[config.mk]
export PLATFORM = sky130hd
export DESIGN_NAME = dnsd_packer
export DESIGN_NICKNAME = d
export VERILOG_FILES = /design/src/dns_name_decompressor_unit_defines.svh /design/src/dnsd_pkg.sv /design/src/dnsd_packer.sv
export SDC_FILE = /design/constraint.sdc
export NUM_CORES = 1
export LEC_CHECK = 0
export BUFFER_PORTS_ARGS = -buffer_cell sky130_fd_sc_hd__buf_2
export CORE_AREA = 2 2 111 113
export CTS_BUF_LIST = sky130_fd_sc_hd__clkbuf_4 sky130_fd_sc_hd__clkbuf_8
export DETAILED_ROUTE_END_ITERATION = 6
export DIE_AREA = 0 0 113 115
export PLACE_DENSITY = 0.71
export SLEW_MARGIN = 5
export SYNTH_ARGS = -nofsm -noshare
export SYNTH_HDL_FRONTEND = slang
export SYNTH_SLANG_ARGS = --single-unit
export TNS_END_PERCENT = 1
[constraint.sdc]
create_clock -name i_clk -period 8.8 [get_ports i_clk]
set_input_delay 1.32 -clock i_clk [delete_from_list [all_inputs] [get_ports i_clk]]
set_output_delay 1.32 -clock i_clk [all_outputs]
set_load 0.01 [all_outputs]
[src/dns_name_decompressor_unit_defines.svh]
// assertion macros for the dns name decompressor
`ifndef DNS_NAME_DECOMPRESSOR_UNIT_DEFINES_SVH
`define DNS_NAME_DECOMPRESSOR_UNIT_DEFINES_SVH

// same-cycle implication, checked outside reset
`define DNSD_ASSERT_NOW(lbl, ante, cons, msg) \
    lbl: assert property (@(posedge i_clk) disable iff (!i_rst_n) (ante) |-> (cons)) \
        else $error(msg);

// next-cycle implication, checked outside reset
`define DNSD_ASSERT_NEXT(lbl, ante, cons, msg) \
    lbl: assert property (@(posedge i_clk) disable iff (!i_rst_n) (ante) |=> (cons)) \
        else $error(msg);

`endif

[src/dnsd_pkg.sv]
// shared types and constants of the dns name decompressor
`default_nettype none
package dnsd_pkg;
    localparam int TABLE_ENTRIES_DEF     = 16;
    localparam int NAME_BUFFER_DEPTH_DEF = 512;
    localparam int MAX_EMIT              = 512;

    localparam logic [1:0] ST_OK  = 2'd0;
    localparam logic [1:0] ST_EOF = 2'd1;
    localparam logic [1:0] ST_LTL = 2'd2;
    localparam logic [1:0] ST_NTL = 2'd3;

    localparam logic [0:0] CFG_LABEL_LIMIT = 1'b0;
    localparam logic [0:0] CFG_NAME_LIMIT  = 1'b1;

    typedef struct packed {
        logic       valid;
        logic [7:0] data;
        logic       last;
    } t_push;

    typedef struct packed {
        logic       valid;
        logic [1:0] status;
    } t_direct;
endpackage
`default_nettype wire

[src/dnsd_packer.sv]
// packs decoded bytes into result words of up to eight characters and passes error and empty-name words through
`default_nettype none
module dnsd_packer import dnsd_pkg::*; (
    input  wire logic        i_clk,
    input  wire logic        i_rst_n,
    input  wire t_push       i_push,
    input  wire t_direct     i_direct,
    output logic             o_valid,
    output logic [63:0]      o_name_chars,
    output logic [3:0]       o_char_count,
    output logic [1:0]       o_status,
    output logic             o_last_chunk
);
    logic [63:0] r_chunk;
    logic [2:0]  r_cnt;
    logic [63:0] n_chunk;

    assign n_chunk = r_chunk | (64'(i_push.data) << (6'(r_cnt) * 6'd8));

    always_ff @(posedge i_clk) begin
        if (!i_rst_n) begin
            o_valid <= 1'b0;
            r_cnt   <= 3'd0;
            r_chunk <= 64'd0;
        end else begin
            o_valid <= 1'b0;
            if (i_direct.valid) begin
                o_valid      <= 1'b1;
                o_name_chars <= 64'd0;
                o_char_count <= 4'd0;
                o_status     <= i_direct.status;
                o_last_chunk <= 1'b1;
            end else if (i_push.valid) begin
                if (r_cnt == 3'd7 || i_push.last) begin
                    o_valid      <= 1'b1;
                    o_name_chars <= n_chunk;
                    o_char_count <= 4'(r_cnt) + 4'd1;
                    o_status     <= ST_OK;
                    o_last_chunk <= i_push.last;
                    r_cnt        <= 3'd0;
                    r_chunk      <= 64'd0;
                end else begin
                    r_cnt   <= r_cnt + 3'd1;
                    r_chunk <= n_chunk;
                end
            end
        end
    end
endmodule
`default_nettype wire

Word level (Yosys, flattened, before mapping)
Index checks and enable logic that the tools add are counted.
W data, S select, Z words.

storage, ports and cells
  word-level logic and storage cells = 32
  input bits = 15
  flip-flop bits (word level) = 139
  output and inout bits = 72

operators by class
  reductions and logical operators = 5
  add/subtract/negate cells = 2
  equal/unequal tests = 1
  shift-type cells = 1
  bitwise gates (word level) = 2
  mux-type cells = 14

operator list
  kind                   count
  $mux W64               3
  $or A64 B64 Y64        1
  $shl A8 B6 Y64         1
  $mux W4                2
  $mux W2                3
  $mux W1                5
  $add A3 B1 Y4 const B  1
  $reduce_bool A2 Y1     2
  $add A3 B1 Y3 const B  1
  $eq A3 B3 Y1 const B   1
  $mux W3                1
  $reduce_and A3 Y1      1
  $reduce_and A2 Y1      1
  $logic_or A1 B1 Y1     1
  $not A1 Y1             1

Depth between registers and ports, before layout
  word-level depth = 5
  gate-level depth with buffers = 7
  gate-level depth less buffers = 5

Worst setup path before layout
No wires, ideal clock.

  path type = input-to-reg
  start = input i_direct[2] (netlist bit)
  end = register o_char_count[0], enable pin
  setup time = 0.434 ns
  required time = 8.366 ns
  path slack = 4.840 ns
  stages on the path = 3
  arrival = 3.526 ns
  cells stage by stage = clkbuf_1 clkbuf_1 o21a_1

on the way
  longest elaborated chain between the ends = 2
  elaborated cells between the ends (all ways) = 3

RTL lines
  item                           RTL line           text
  from (decl)                    dnsd_packer.sv:7   input wire t_direct i_direct,
  $reduce_bool A2 Y1 (no line)   -
  $reduce_and A3 Y1 (no line) *  -
  to (signal assigned)           dnsd_packer.sv:37  o_char_count <= 4'(r_cnt) + 4'd1;
  to (decl)                      dnsd_packer.sv:10  output logic [3:0] o_char_count,

Mark *: on every way between the ends. The rest lies on a longest branch, timed or not.
A chain may end at the register's enable or synchronous reset.

Final worst setup path
  start = register r_cnt[0]
  end = register o_char_count[2], enable pin

on the way
  longest elaborated chain between the ends = 4

RTL lines
  item                          RTL line           text
  from (decl)                   dnsd_packer.sv:15  logic [2:0] r_cnt;
  from (signal assigned)        dnsd_packer.sv:43  r_cnt <= r_cnt + 3'd1;
  $eq A3 B3 Y1                  dnsd_packer.sv:34  if (r_cnt == 3'd7 || i_push.last) begin
  $logic_or A1 B1 Y1            dnsd_packer.sv:34
  $reduce_bool A2 Y1 (no line)  -
  $reduce_and A3 Y1 (no line)   -

No other way between the ends.

==> metrics.txt <==
root buf cell=clkbuf_8; Detail Route Antenna Nets=0; slowest CP cell=nor2_4; critical path type=flip-flop to flip-flop; post-synthesis sequential area ratio=60.67%; Final Wtd Congestion=0.7312; Port Buffer Count=86; top post-synthesis cells by area=edfxtp_1 37%, dfxtp_1 24%, a21oi_1 5.6%; VDD IR-drop max=0.08832 mV; Clock Sinks=139; vias in the first global route=3787; num rows=40; syn avg cell area=10.37 um^2; status=finished, violations left; failing checks=design-rule violations; worst-path cell chain=ha_1 -> ha_1 -> nor2_4 -> nor2b_1 -> o21a_2 -> buf_4; GRT Residual Overflow=0; cell area after synthesis=5758 um^2; CP required=8.89 ns; starting density of the core=48.75%; crit path capture type=flip-flop; Die ar.=13000 um^2; commonest non-fill, non-tap cell in the layout=buf_2; hpwl dp=6884 um; CTS tree=built; setup violators final=0; max incr delay on CP=0.96 ns; worst slew pin tran=1.218 ns; First DRT Iteration DRCs=328; P_leak=2.293 nW; top cell type's share of synthesized area=37.03%; CTS Buffer Depth=2; DR WL/cell=16.43 um; Power Density=196.6 nW/um^2; Final Hold Viols=0; critical path's most frequent cell=ha_1; clk_skew=0.008716 ns; Top FF cell, synth=edfxtp_1; Buf/Inv on CP=1; core area=11810 um^2; minimum clock period=3.274 ns; fin. max-slew vios=0; ys async rst share=0%; synth unique cells=28; # IOs=87; initial antenna violation count=0; CP Launch Type=flip-flop; Gate Count Post-Synth=555; # DRC=9; hold_buf cts=0; CTS-repair resized insts=0; die width=113 um; vias per cell=5.611; final setup TNS=0 ns; H-tree levels=4; maximum fanout along the worst path=65; Final Cycle Share=37.20%; min-delay worst type=flip-flop to flip-flop; clk_lat worst skew=0.44 ns; global-route wire length before repair=19460 um; Syn Nets=572; Synth area leader=edfxtp_1; Vias=4242; DRT Pass-1 Iters=6; buffer count from post-CTS setup fixing=0; relative slew slack=18.64%; Die H=115 um; cts bufs inserted=17; Yosys warning count=0; final WL=12420 um; most frequent cells in the layout=86 x buf_2, 71 x edfxtp_1, 68 x dfxtp_1; overall power=1.271 mW; RSZ-0062 raised after global routing=no; largest net degree at the start of global routing=76; area grow syn2layout=12.32%; nets@finish=613; CTS clk-pin slew, worst paths=0.07 ns; max_cap viols=0; All-Layer GR Usage=19.24%; ANT cells=0; Post-synth EDFFs=71; Worst Path Arrival=3.37 ns; FF+latch count, synth=139; layout cells sized above 1=21.35%; fmax=305.5 MHz; CP delay by family, top=simple AND/OR/NAND/NOR gates
per-layer routing:
layer / up-vias / GRT usage, % / share of wire [%]
met3: 15 / 5.219 / 6.4
met2: 148 / 29.14 / 46
met5: - / 0 / 0
met1: 2033 / 26.70 / 46
li1: 2046 / - / -
met4: 0 / 7.154 / 1.7
cell usage after synthesis (all sizes together), types with 2 or more instances:
cell and number:
nor2 66, ha 2, nand3 64, nor3b 3, edfxtp 71, a21oi 64, and3b 3, a21boi 64
and2 2, clkbuf 42, dfxtp 68, buf 25, o21ai 64, a22oi 2, nor2b 7, o21a 2
worst min-delay path, delay by kind of cell, from the launching register on:
family	cells	cell delay (ns)
flip-flops	1	0.31
AO/OA/AOI/OAI	2	0.12
kinds of logic after synthesis:
logic type,after synthesis,share of synthesized area (%)
compound gates,196,19.99
fa+ha+maj,2,0.4345
buf+inv,67,5.541
flops,139,60.67
mux,1,0.1738
simple gates,150,13.19
stage by stage:
step / util [%] / setup WS [ns] / instance area, um^2 / cells / hold WS [ns]
after detailed placement: 51.54 / 5.131 / 6087 / 724 / 0.4627
after global placement: 51.54 / 5.235 / 6087 / 724 / 0.4556
final: 54.76 / 5.526 / 6467 / 756 / 0.4731
after global routing: 54.76 / 5.305 / 6467 / 756 / 0.4933
after floorplan: - / 4.840 / 5758 / 555 / 0.4481
after CTS: 54.76 / 5.527 / 6467 / 756 / 0.4733
registers in the layout, indices dropped and copies added, names as in the netlist:
signal	count
o_status	2
r_cnt	3
o_valid	1
o_name_chars	64
r_chunk	64
o_char_count	4
o_last_chunk	1
power by group:
group	internal [mW]	total, mW	leakage [nW]	switching (mW)
logic	0.0232	0.0828	0.870	0.0596
clock network	0.239	0.487	0.173	0.249
registers	0.696	0.701	1.25	0.00501
cell type report:
cell class / instances / area, um^2
sequential: 139 / 3493
tap: 147 / 183.9
clock buffer: 19 / 261.5
multi-input combinational: 349 / 1957
clock inverter: 13 / 118.9
timing repair buffer: 89 / 452.9
fill: 1057 / 5344
path summary, 6_finish.rpt:
path	startpoint	slack, ns	cells after the start	end
worst max-delay path	r_cnt[0]	5.53	6	o_char_count[2]
worst min-delay path	r_chunk[59]	0.47	2	r_chunk[59]
worst max register to register	r_cnt[0]	5.53	6	o_char_count[2]
worst min register to register	r_chunk[59]	0.47	2	r_chunk[59]
Note: power is estimated with default switching activity, not from simulation.
